===== src/rtl/cpps_pkg.sv =====
`timescale 1ns / 1ps
`default_nettype none
// ----------------------------------------------------------------------------
// cpps_pkg
// Shared widths, codes and control types for the closest path point search.
// ----------------------------------------------------------------------------
package cpps_pkg;

  // defaults for the top level parameters
  localparam int PATH_MAX_DEF   = 1024;
  localparam int COORD_BITS_DEF = 12;

  // fixed field widths
  localparam int OP_W      = 1;
  localparam int PIDX_W    = 10;
  localparam int POS_W     = 12;
  localparam int LEN_W     = 11;
  localparam int LD_W      = 26;
  localparam int CFG_W     = 26;
  localparam int REG_IDX_W = 1;

  // register reset values and search constants
  localparam int LEN_RESET       = 1024;
  localparam int LOOKAHEAD_RESET = 2500;
  localparam int MIN_START       = 999999;

  // item operation codes
  typedef enum logic [OP_W-1:0] {
    OP_LOAD  = 1'b0,
    OP_QUERY = 1'b1
  } op_t;

  // configuration register indexes
  typedef enum logic [REG_IDX_W-1:0] {
    REG_PATH_LENGTH = 1'b0,
    REG_LOOKAHEAD   = 1'b1
  } reg_idx_t;

  // controller states
  typedef enum logic [1:0] {
    S_IDLE,
    S_SEARCH,
    S_PUBLISH
  } state_t;

  // controller to datapath commands
  typedef struct packed {
    logic load;
    logic start;
    logic run;
    logic publish;
  } cmd_t;

  // datapath to controller status
  typedef struct packed {
    logic found;
  } status_t;

endpackage
`default_nettype wire


===== src/rtl/cpps_ctrl.sv =====
`timescale 1ns / 1ps
`default_nettype none
// ----------------------------------------------------------------------------
// cpps_ctrl
// Controller: takes items, sequences a search and hands the result to the
// output register once the receiver has room.
// ----------------------------------------------------------------------------
module cpps_ctrl (
  input  logic                         clk,
  input  logic                         rst,
  input  logic                         in_valid,
  output logic                         in_ready,
  input  logic [cpps_pkg::OP_W-1:0]    operation,
  output logic                         out_valid,
  input  logic                         out_ready,
  output cpps_pkg::cmd_t               cmd,
  input  cpps_pkg::status_t            status
);
  import cpps_pkg::*;

  state_t state;
  state_t state_next;
  logic   accept;
  logic   out_free;

  assign accept   = in_valid && in_ready;
  assign out_free = !out_valid || out_ready;

  // state register
  always_ff @(posedge clk) begin
    if (rst) begin
      state <= S_IDLE;
    end else begin
      state <= state_next;
    end
  end

  // next state
  always_comb begin
    state_next = state;
    unique case (state)
      S_IDLE: begin
        if (accept && (operation == OP_QUERY)) state_next = S_SEARCH;
      end
      S_SEARCH: begin
        if (status.found) state_next = S_PUBLISH;
      end
      S_PUBLISH: begin
        if (out_free) state_next = S_IDLE;
      end
      default: state_next = S_IDLE;
    endcase
  end

  // outputs
  always_comb begin
    in_ready    = 1'b0;
    cmd         = '0;
    unique case (state)
      S_IDLE: begin
        in_ready  = 1'b1;
        cmd.load  = accept && (operation == OP_LOAD);
        cmd.start = accept && (operation == OP_QUERY);
      end
      S_SEARCH: begin
        cmd.run = 1'b1;
      end
      S_PUBLISH: begin
        cmd.publish = out_free;
      end
      default: begin
        in_ready = 1'b0;
      end
    endcase
  end

  // output item valid flag
  always_ff @(posedge clk) begin
    if (rst) begin
      out_valid <= 1'b0;
    end else if (cmd.publish) begin
      out_valid <= 1'b1;
    end else if (out_ready) begin
      out_valid <= 1'b0;
    end
  end

endmodule
`default_nettype wire


===== config.mk =====
export PLATFORM = sky130hd
export DESIGN_NAME = cpps_ctrl
export DESIGN_NICKNAME = d
export VERILOG_FILES = /design/src/rtl/cpps_pkg.sv /design/src/rtl/cpps_ctrl.sv
export SDC_FILE = /design/constraint.sdc
export NUM_CORES = 1
export LEC_CHECK = 0
export ABC_AREA = 0
export BUFFER_PORTS_ARGS = -buffer_cell sky130_fd_sc_hd__buf_4
export CAP_MARGIN = 10
export CORE_AREA = 2 2 39 41
export DETAILED_ROUTE_END_ITERATION = 6
export DIE_AREA = 0 0 41 43
export SYNTH_ARGS = -nofsm -noshare
export SYNTH_HDL_FRONTEND = slang
export SYNTH_SLANG_ARGS = --single-unit

===== constraint.sdc =====
create_clock -name clk -period 1.25 [get_ports clk]
set_clock_uncertainty 0.15 [all_clocks]
set_input_delay 0.1875 -clock clk [delete_from_list [all_inputs] [get_ports clk]]
set_output_delay 0.1875 -clock clk [all_outputs]
set_load 0.1 [all_outputs]

# [Word level (Yosys, flattened, before mapping)]
# Index checks and enable logic that the tools add are counted.
[totals] reg_bits=3 inputBits=6 output_inout_bits=6 word_cells=26
[classes] n_eq_ne=5 n_mux=10 bitwise_logic=1 n_reduce_logical=8
[op_table] cell="$mux W2" count=4
[op_table] cell="$ne A2 B2 Y1 const B" count=3
[op_table] cell="$pmux W2 S3" count=1
[op_table] cell="$mux W1" count=5
[op_table] cell="$logic_and A1 B1 Y1" count=3
[op_table] cell="$reduce_and A3 Y1" count=1
[op_table] cell="$eq A2 B1 Y1 const B" count=1
[op_table] cell="$eq A2 B2 Y1 const B" count=1
[op_table] cell="$logic_not A2 Y1" count=1
[op_table] cell="$reduce_bool A2 Y1" count=1
[op_table] cell="$logic_not A1 Y1" count=1
[op_table] cell="$logic_or A1 B1 Y1" count=1
[op_table] cell="$not A1 Y1" count=1

# [Depth between registers and ports, before layout]
# Gate-level depths: netlist of the first run.
[depth] ltp_word=6 mapped_depth=2 depth_no_buf=2

# [Worst setup path after synthesis of the first run]
# Ideal clock, no wire load.
[synth_path] path_type="flip-flop to output port" start="reg state[0]" end="out cmd[3] in the netlist's numbering" arrival_time_ps=3504 required_ps=912 path_slack_ps=-2592 stages_incl_launch_ff=2 n_path_buf=0 cell_sequence="dfxtp_1 nor4b_1"
[synth_rtl] element="start: declaration" line="cpps_ctrl.sv:21" rtl="state_t state;"
[synth_rtl] element="start signal: assignment" line="cpps_ctrl.sv:34" rtl="state <= state_next;"
[synth_rtl] element="end: declaration" line="cpps_ctrl.sv:16" rtl="output cpps_pkg::cmd_t cmd,"

==> results.txt, run 1 <==
The post-route fraction of the period consumed by the critical path is 117%. The number of fillers in the final layout came out at 140. The run finished, with violations left. The power consumption came out at ~440 µW. The detailed route wirelength on metal2 is between 200 and 250 µm. The synthesis-to-layout area growth came out at 191%.

The number of design rule violations left after detail routing is 0. The static leakage came out at just under 0.2 nW. The area of the mapped netlist is roughly 160 µm².

The number of antenna violations at the first check in global routing is 0. The quantity of I/O buffers inserted on ports is 11. The TritonCTS clock tree is built.

The routed wirelength normalized by instance count is between 9 and 10 µm. The die width came out at about 41 µm. The average vias per placed instance is approximately 3.9.

The maximum level of the CTS H-tree is 1. The kind of launch point of the worst setup path is a flop. The synthesized instance count came out at 17. The largest stage delay on the critical path is ~370 ps. The transition time at the pin with the least slew margin came out at 277 ps.

The required time at the endpoint of the critical path came out at 910 ps. For this block, the initial DRC count from the detailed router was 1. The longest clock path from root to sink contains 2 buffers. Adding up every negative setup slack in the final design gives -753 ps.

Setup violations remaining at the end of the flow were counted as 5. The total detailed-routing wirelength came out at around 530 µm. After clock tree synthesis, the clock-pin slew on the worst setup and hold paths is around 30 ps. The path class of the tightest hold or removal check is in -> reg.

The vertical die dimension came out at approximately 43 µm. The final hold violation count came to 0. The logic depth of the worst register-to-register path is 3. The placement-stage worst setup slack is -114 ps. The flop and latch count out of synthesis came out at 3. The total area of multi-input combinational cells came out at approximately 150 µm². The worst-path maximum fanout came out at 5. The share of synthesized area occupied by flip-flops and latches came out at between 30% and 40%. The count of synthesis-stage warnings from yosys came out at 0.

The total CTS buffers came out at 3. The clock latency at the later pin of the worst-skew pair came out at 240 ps. The number of cells traversed by the worst hold path is 3. The count of nets left with antenna violations after detail routing came out at 0. The final reports fail on setup timing.

The fraction of layout cells with a size suffix above 1 is between 70% and 80%. The met3 routed wirelength came out at 61 µm. The number of diodes added for antenna fixing came out at 0. The congestion estimate from routability-driven global placement came to about 0.6. The max-slew violation count came out at 0. After synthesis, the mean cell area works out to approximately 9.3 µm². The first-pass GRT wire length is 786 µm. Entering global routing, the biggest net connects 7 pins.

The type of destination of the critical path is a primary output. The sum of overflow across all layers after global routing came out at 0. VDD sags by at most 0.000361 V. Counting every net in the synthesized netlist gives 23.

The max-slew headroom at the worst pin came out at 81.7%. The number of library cell types mapped by synthesis is 10. The critical path is of the reg -> out type. The wire length the detailed router placed on met1 came out at between 200 and 250 µm. The net total in the final layout came out at 46. The number of global-route vias before repair came to 197. The final worst-path setup slack is -212 ps. The slowest stage of the critical path is the dfxtp_4 cell.

The number of sinks handled by clock tree synthesis is 3. In the global route stage, overall resource usage came out at about 7.3%. The tree is rooted in a clkbuf_4.

The max-cap violation count is 0. The detailed router used layers up to and including met4. The peak clock frequency supported by timing came out at just under 700 MHz. Traced cell by cell, the critical path runs through nor4b_4 > buf_6. The area enclosed by the die boundary came out at around 1800 µm².

The first TritonRoute pass finished after 3 iterations. The number of ports placed on the die boundary is 12. The placement row count is 14.

The sequential cells in the finished layout cover a total of slightly above 70 µm². The final route contains approximately 210 vias. The power per cell area is between 900 and 1000 nW/µm².

The critical path data arrival time is between 1000 and 1500 ps. The worst path in the final design needs a cycle of ~1500 ps, including I/O delays and setup. The core box area is approximately 1400 µm². The effective utilization at floorplan is between 10 and 15%. Setup repair after global routing could not meet its margin everywhere. After legalization and detailed placement, the total HPWL measured 382 µm.
-- Yosys cell counts --
cell type / instances / area [µm²]
nor2b_1: 2 / 12.5
dfxtp_1: 3 / 60.1
a21oi_1: 2 / 10.0
nor4b_1: 1 / 8.76
nand2b_1: 3 / 18.8
nand3b_1: 2 / 15.0
and3_1: 1 / 6.26
nor2_1: 1 / 3.75
nand4bb_1: 1 / 11.3
a211oi_2: 1 / 12.5
-- path summary, 6_finish.rpt --
path                                             start                endpoint  slack (ps)
worst min register to register  out_valid$_SDFFE_PP0P_  out_valid$_SDFFE_PP0P_         370
worst max-delay path             state[1]$_SDFFE_PP0P_                  cmd[3]        -210
worst max register to register   state[1]$_SDFFE_PP0P_   state[1]$_SDFFE_PP0P_         220
worst min-delay path                         out_ready   state[1]$_SDFFE_PP0P_          90
-- critical path, delay by kind of cell, from the launching register on --
| family | cells | cell delay (ps) |
|---|---|---|
| and+or+nand+nor | 1 | 260 |
| buffers and inverters | 1 | 260 |
| DFF | 1 | 370 |
-- metrics by stage --
stage | utilization, % | hold WS (ps) | instances | cell area [µm²]
floorplan | - | 96.9 | 17 | 201
global placement | 24.1 | 220 | 48 | 334
detailed placement | 24.1 | 215 | 48 | 334
CTS | 32.8 | 81.1 | 54 | 454
global route | 33.4 | 91.5 | 55 | 462
finish | 33.4 | 85.2 | 55 | 462
-- registers in the layout, summed over array words and instances, names as in the netlist --
signal     cells
state          2
out_valid      1
-- power by group --
part	total (mW)	internal [mW]	switching [mW]
clock	0.173	0.120	0.0527
sequential	0.102	0.0953	0.00715
combinational	0.165	0.0725	0.0927
total	0.440	0.288	0.153
-- final cells by class --
cell class	count	share of cell area, %
Tap cell	16	4.34
Timing Repair Buffer	18	42.3
Multi-Input combinational cell	14	32.2
Clock buffer	4	5.69
Sequential cell	3	15.4
-- layout by cell type, fill, tap and decap left out, types with 2 or more instances in the layout --
cell type	count
buf_12	4
dfxtp_4	3
a21oi_1	2
nor2b_4	2
nand2b_1	2
buf_6	2
nand3b_1	2
clkbuf_4	3
buf_4	11
-- per-layer routing --
layer / GRT usage (%) / up-vias
met5: 0 / -
met4: 10.0 / 0
met3: 2.62 / 2
met2: 8.75 / 14
met1: 7.99 / 90
li1: - / 107
-- what timing repair did --
item / in CTS / in global routing
pin swaps: 2 / 1
hold buffers: 1 / 0
endpoints found under the setup margin: 5 / 5
gates resized for setup: 19 / 0
cloned: 0 / 0
buffers inserted: 1 / 1
endpoints found under the hold margin: 3 / 0
-- cells by family after synthesis --
| kind of cell | share of synthesized area [%] |
|---|---|
| compound gates | 14.2 |
| flops | 37.8 |
| simple gates | 48.0 |
No activity file was read; power rests on OpenSTA's default activity.
==> run 2, diff against run 1 <==
Settings changed: CTS_BUF_LIST set to sky130_fd_sc_hd__clkbuf_16.
==> run 2 against run 1 <==
Effect of this change: the flow still finishes with violations (setup timing); cell area increased by 9.8%; global-route usage increased by 0.40 points; register-to-register slack about the same; first-iteration DRC count unchanged; clock power increased to 2.9 times the previous value; clock-buffer cell count decreased by 1; power increased by 74%; setup slack improved by 14 ps; die area unchanged; non-clock buffer count decreased by 1; worst hold slack improved by 12 ps; critical path type unchanged.
==> results.txt, run 2 (synthesis gave the netlist of run 1 again) <==
The placement row count is 14 (unchanged). The largest registers in the layout are state: 2 flops, out_valid: 1 flops. In this run the critical register-to-register path is captured at state[1]$_SDFFE_PP0P_.

Among cell families on the critical path, the largest total delay comes from flip-flops. The number of design rule violations left after detail routing came out at 0 (unchanged). The power per cell area was 1510 nW/µm² (+59%). The worst-path maximum fanout came out at 5 (unchanged).

The routed wirelength normalized by instance count came out at 9.85 µm (+3.0%). The switching power is 187 µW (+23%). The number of diodes added for antenna fixing came out at 0 (unchanged). The kind of launch point of the worst setup path is a flop.

Traced cell by cell, the critical path runs through nor4b_4 > buf_6. The reg2reg setup slack is 220 ps (about the same). The peak clock frequency supported by timing is 691 MHz (+0.98%). The path with the worst hold slack has its endpoint at state[1]$_SDFFE_PP0P_. The count of nets left with antenna violations after detail routing is 0 (unchanged). The post-route fraction of the period consumed by the critical path came to 116% (-1.1 points). The number of instances in the placed design came to 48 (unchanged). The part of the total power dissipated in sequential elements was 13.4% (-9.9 points). The die width came out at 41 µm (unchanged). The max-slew violation count came out at 0 (unchanged).

The register containing the most flip-flops in the final layout is state. STA classifies the critical path endpoint as a primary output. The final setup violation count is 5 (unchanged). Clock tree synthesis selected as its root buffer the cell clkbuf_16.

The clock-pin slew of the registers on the worst-case setup and hold paths is 30 ps (about the same). The average vias per placed instance was 3.78 (-2.5%). In this run the worst hold path is classified as in -> reg. The worst register-to-register path begins at state[1]$_SDFFE_PP0P_. The startpoint identified for the worst hold timing path is out_ready.

The fraction of layout cells with a size suffix above 1 is 76.3% (-0.61 points). The worst setup path is of the reg -> out kind. The global placer's final weighted congestion is 0.611 (unchanged). On the critical path, the stage with the largest delay is an instance of dfxtp_4. The vertical die dimension is 43 µm (unchanged). The flow ran to the end, but the final reports show violations. The core box area is 1380 µm² (unchanged). The maximum number of pins on one net before global-route repair was 7 (unchanged). The number of sinks handled by clock tree synthesis is 3 (unchanged). The first-pass GRT wire length came to 814 µm (+3.6%). Leaving out fill and tap cells, the most frequent cells in the layout are buf_4 (10), buf_12 (4), clkbuf_16 (3), dfxtp_4 (3). The max-cap violation count came out at 0 (unchanged). The required time at the endpoint of the critical path came out at 910 ps (about the same). The total CTS buffers came to 3 (unchanged).

The placement-stage worst setup slack came out at -114 ps (unchanged). The effective utilization at floorplan is 11.5% (unchanged). The part of the power in the clock network is 65.2% (+26 points). The clock latency at the later pin of the worst-skew pair came out at 220 ps (-20 ps). The library cell used most frequently in the layout, excluding fill and tap cells, is buf_4.

The half-perimeter wire length after placement was 382 µm (unchanged). The total internal power came to 580 µW (+100%). The total detailed-routing wirelength came out at 532 µm (+1.1%). The count of non-filler cells in the finished layout came out at 54 (-1.8%). The part of the total power dissipated in combinational logic is 21.4% (-16 points). The via count was 204 (-4.2%).

The maximum level of the CTS H-tree came out at 1 (unchanged). The share of the core filled with cells is 36.6% (+3.3 points). The number of fillers in the final layout came out at 131 (-6.4%). The number of global-route vias before repair came out at 204 (+3.6%). The maximum vdd drop is 0.000833 V (+130%). The number of cells traversed by the worst hold path was 3 (unchanged).

The number of ports placed on the die boundary is 12 (unchanged). The synthesis-to-layout area growth is 219%. The logic depth of the worst register-to-register path came out at 3 (unchanged).

The switching power share of the total came out at 24.4% (-10 points). The final worst-path setup slack is -198 ps (+14.2 ps). The net total in the final layout came out at 45 (-2.2%). The number of buffers on the longest clock path came out at 2 (unchanged).

The instance count on the critical path is 2 (unchanged). The total track usage is 7.72% (+0.40 points). The minimum clock period after layout is 1450 ps (-14.2 ps). TritonCTS built the clock tree. The static leakage is 0.218 nW (+12%). The buffering stage count on the worst path with inverters included is 1 (unchanged). The flip-flop count of the largest register, all copies and words added is 2 (unchanged).

The final hold violation count came out at 0 (unchanged). The area enclosed by the die boundary is 1760 µm² (unchanged). The sum of overflow across all layers after global routing came out at 0 (unchanged). The critical path data arrival time came out at 1110 ps (about the same). The transition time at the pin with the least slew margin is 277 ps (-0.00417 ps). The count of TritonRoute iterations in the first routing pass came to 3 (unchanged). The number of antenna violations at the first check in global routing came out at 0 (unchanged).

The max-slew headroom at the worst pin is 81.7% (about the same). The first-iteration detailed-routing DRC count is 1 (unchanged). The quantity of I/O buffers inserted on ports is 11 (unchanged).

The final reports fail on setup timing. Setup repair after global routing could not meet its margin everywhere. The largest stage delay on the critical path is 370 ps (about the same).
[run 2: cell types whose count changed in the layout (fill, tap and decap cells not counted), sizes merged]
cell | before | now
buf | 17 | 16
clkbuf | 4 | 3
inv | 0 | 1
[run 2: layout make-up]
type | count | area, µm² | area share (%)
Timing Repair Buffer | 17 | 188 | 37.0
Multi-Input combinational cell | 14 | 149 | 29.4
Clock buffer | 3 | 75.1 | 14.8
Sequential cell | 3 | 71.3 | 14.1
Tap cell | 16 | 20.0 | 3.95
Clock inverter | 1 | 3.75 | 0.741
[run 2: worst max path at each step]
stage / start / endpoint / slack (ps)
floorplan: state[1]$_SDFFE_PP0P_ / cmd[3] / -540
global placement: state[0]$_SDFFE_PP0P_ / cmd[0] / -110
detailed placement: state[0]$_SDFFE_PP0P_ / cmd[0] / -110
CTS: state[1]$_SDFFE_PP0P_ / cmd[3] / -210
global route: state[1]$_SDFFE_PP0P_ / cmd[3] / -230
finish: state[1]$_SDFFE_PP0P_ / cmd[3] / -200
[run 2: per-stage QoR]
| stage | total power, mW | hold WS, ps | setup TNS (ps) | area (µm²) |
|---|---|---|---|---|
| after CTS | 0.774 | 98.5 | -716 | 507 |
| after global routing | 0.793 | 106 | -847 | 507 |
| final | 0.767 | 96.9 | -683 | 507 |
| after detailed placement | 0.238 | 215 | -310 | 334 |
| after floorplan | 0.198 | 96.9 | -1640 | 201 |
| after global placement | 0.238 | 220 | -325 | 334 |
[run 2: repair_timing]
item / 4_1_cts / 5_1_grt
hold endpoints to repair: 3 / 0
gates resized for setup: 19 / 0
setup buffers: 1 / 0
setup endpoints to repair: 5 / 5
pin swaps: 2 / 1
hold buffers: 1 / 0
[run 2: metal layers]
layer	track usage (%)	wire (µm)	up-vias
met5	0	0	-
met2	8.44	212	15
met1	8.63	229	83
li1	-	-	104
met4	10.0	21	0
met3	4.19	69	2
[run 2: worst reg2reg max path: cells and delay by family (launching register included)]
family / cells / cell delay [ps]
and+or+nand+nor: 1 / 150
buffers and inverters: 1 / 150
DFF: 1 / 370
AOI/OAI and AO/OA: 1 / 140
[run 2: power by group through the flow]
stage	logic, mW	clock network (mW)	registers, mW
floorplan	0.0884	0	0.109
global placement	0.131	0	0.107
detailed placement	0.132	0	0.106
CTS	0.165	0.507	0.102
global route	0.171	0.519	0.103
finish	0.165	0.500	0.103
==> run 3, diff against run 2 <==
Settings changed: SLEW_MARGIN set to 20, TNS_END_PERCENT set to 30.
==> run 3 against run 2 <==
Effect of this change: the flow still finishes with violations (setup timing); final cell count down 1.9%; clock power about the same; non-clock buffer count down 1; global-route usage down 0.29 points; core utilization down 1.1 points; sequential power about the same; clock-buffer cell count unchanged; die area unchanged; critical path type unchanged; largest power group unchanged.
==> results.txt, run 3 (synthesis gave the netlist of run 1 again) <==
The area enclosed by the die boundary is 1760 µm² (unchanged). The clock-pin slew of the registers on the worst-case setup and hold paths came out at 30 ps (about the same). The number of fillers in the final layout is 147 (+12%). The required time at the endpoint of the critical path came out at 910 ps (about the same). The final reports fail on setup timing. The max-slew violation count is 0 (unchanged). The fraction of layout cells with a size suffix above 1 is 73.0% (-3.3 points).

The run finished, with violations left. The final worst-path setup slack is -200 ps (-1.74 ps). In the layout the commonest cells are buf_4 (10), buf_12 (4), clkbuf_16 (3).

The final hold slack is 91.8 ps (-5.09 ps). The class of the most critical setup path is reg -> out. The register area is 67.6 µm² (-5.3%). The final setup violation count came out at 5 (unchanged). The total CTS buffers is 3 (unchanged).

The total detailed-routing wirelength is 494 µm (-7.1%). The count of nets left with antenna violations after detail routing is 0 (unchanged). The first-iteration detailed-routing DRC count came out at 0 (-1).

The max-cap violation count came out at 0 (unchanged). The number of global-route vias before repair came out at 203 (-0.49%). The synthesis-to-layout area growth came out at 209%.

The maximum number of pins on one net before global-route repair came out at 9 (+2). The worst-path maximum fanout is 4 (-1). The total track usage came out at 7.42% (-0.29 points).

The static leakage came out at 0.211 nW (-3.5%). The number of ports placed on the die boundary is 12 (unchanged). The power per cell area was 1550 nW/µm² (+2.5%). The maximum level of the CTS H-tree came to 1 (unchanged). The core box area came out at 1380 µm² (unchanged). The routed wirelength normalized by instance count came out at 9.32 µm (-5.4%).

The number of antenna violations at the first check in global routing was 0 (unchanged). The number of design rule violations left after detail routing came to 0 (unchanged). The post-route fraction of the period consumed by the critical path is 116% (+0.14 points). The quantity of I/O buffers inserted on ports was 11 (unchanged).

The clock latency at the later pin of the worst-skew pair came out at 220 ps (about the same). The worst setup path is captured at a primary output. The transition time at the pin with the least slew margin is 278 ps (+1.15 ps). The number of diodes added for antenna fixing is 0 (unchanged). The placement row count is 14 (unchanged). The leading cell type in the layout, fill and taps excluded is buf_4.

The minimum clock period after layout came out at 1450 ps (+1.74 ps). The max-slew headroom at the worst pin came out at 81.6% (about the same). The class of the worst hold path is in -> reg.

The vertical die dimension came out at 43 µm (unchanged). The placement-stage worst setup slack is -119 ps (-5.24 ps). The effective utilization at floorplan was 11.5% (unchanged). The flip-flop count of the largest register, all copies and words added is 2 (unchanged). The number of buffers on the longest clock path came out at 2 (unchanged). The number of sinks handled by clock tree synthesis came out at 3 (unchanged). The via count is 212 (+3.9%). The placed instance area came out at 323 µm² (-3.4%). The count of TritonRoute iterations in the first routing pass is 1 (-2). The net total in the final layout is 44 (-2.2%). The die width is 41 µm (unchanged). The critical path data arrival time is 1110 ps (about the same).

The final hold violation count is 0 (unchanged). The total area of multi-input combinational cells is 149 µm² (unchanged). In the final layout, the registers with the most flip-flops are state: 2 flops, out_valid: 1 flops. The tree is rooted in a clkbuf_16. The average vias per placed instance is 4.00 (+5.9%). The register with the most flip-flops in the final layout is state.

The peak clock frequency supported by timing is 690 MHz (-0.12%). The total non-filler cell area in the finished layout is 492 µm² (-3.0%). The sum of overflow across all layers after global routing came out at 0 (unchanged). TritonCTS built the clock tree.

Setup repair after global routing could not meet its margin everywhere. The maximum vdd drop is 0.000721 V (-13%). The kind of launch point of the worst setup path is a flop. The global placer's final weighted congestion was 0.716 (+17%). The reg2reg setup slack came to 220 ps (about the same).

The first-pass GRT wire length came to 793 µm (-2.6%).
-- run 3: cell count changes in the layout (fill, tap and decap cells not counted) --
cell     delta
dfxtp_1     +1
dfxtp_4     -1
buf_6       -1
-- run 3: worst paths after layout --
| check | startpoint | endpoint | depth (start not counted) |
|---|---|---|---|
| max | state[1]$_SDFFE_PP0P_ | cmd[3] | 2 |
| min | status | state[0]$_SDFFE_PP0P_ | 3 |
| max reg2reg | state[1]$_SDFFE_PP0P_ | state[1]$_SDFFE_PP0P_ | 3 |
| min reg2reg | out_valid$_SDFFE_PP0P_ | state[1]$_SDFFE_PP0P_ | 2 |
-- run 3: area by class of cell --
class / instances / area share (%)
well taps: 16 / 4.07
clock inverters: 1 / 0.763
flip-flops and latches: 3 / 13.7
clock buffers: 3 / 15.3
repair buffers: 16 / 35.9
multi-input cells: 14 / 30.3
-- run 3: worst max-delay path: stages, from the launching register on --
cell and delay [ps]:
dfxtp_4 360, nor4b_4 280, buf_6 260
-- run 3: report_power, final --
part | switching (mW) | internal [mW]
sequential | 0.00711 | 0.0973
combinational | 0.0913 | 0.0678
clock | 0.0870 | 0.412
total | 0.185 | 0.577
-- run 3: routing by layer --
metal  global-route usage [%]  wire length, µm  part of all wire (%)  vias to the layer above
met1                     7.05              171                    35                       94
met4                     6.00               13                   2.6                        0
met5                        0                0                     0                        -
met2                     9.69              242                    49                       12
met3                     6.28               67                    14                        2
li1                         -                -                     -                      104
-- run 3: repair_timing --
item                                    4_1_cts  5_1_grt
endpoints found under the setup margin        5        5
hold buffers                                  1        0
pin swaps                                     2        1
gates resized for setup                      18        0
buffers inserted                              0        1
endpoints found under the hold margin         3        0
-- run 3: per-stage QoR --
stage,utilization (%),power (mW),TNS (ps),std cells
floorplan,-,0.199,-2390,17
global placement,23.3,0.238,-276,47
detailed placement,23.3,0.238,-312,47
CTS,35.0,0.771,-724,52
global route,35.5,0.790,-855,53
finish,35.5,0.763,-696,53
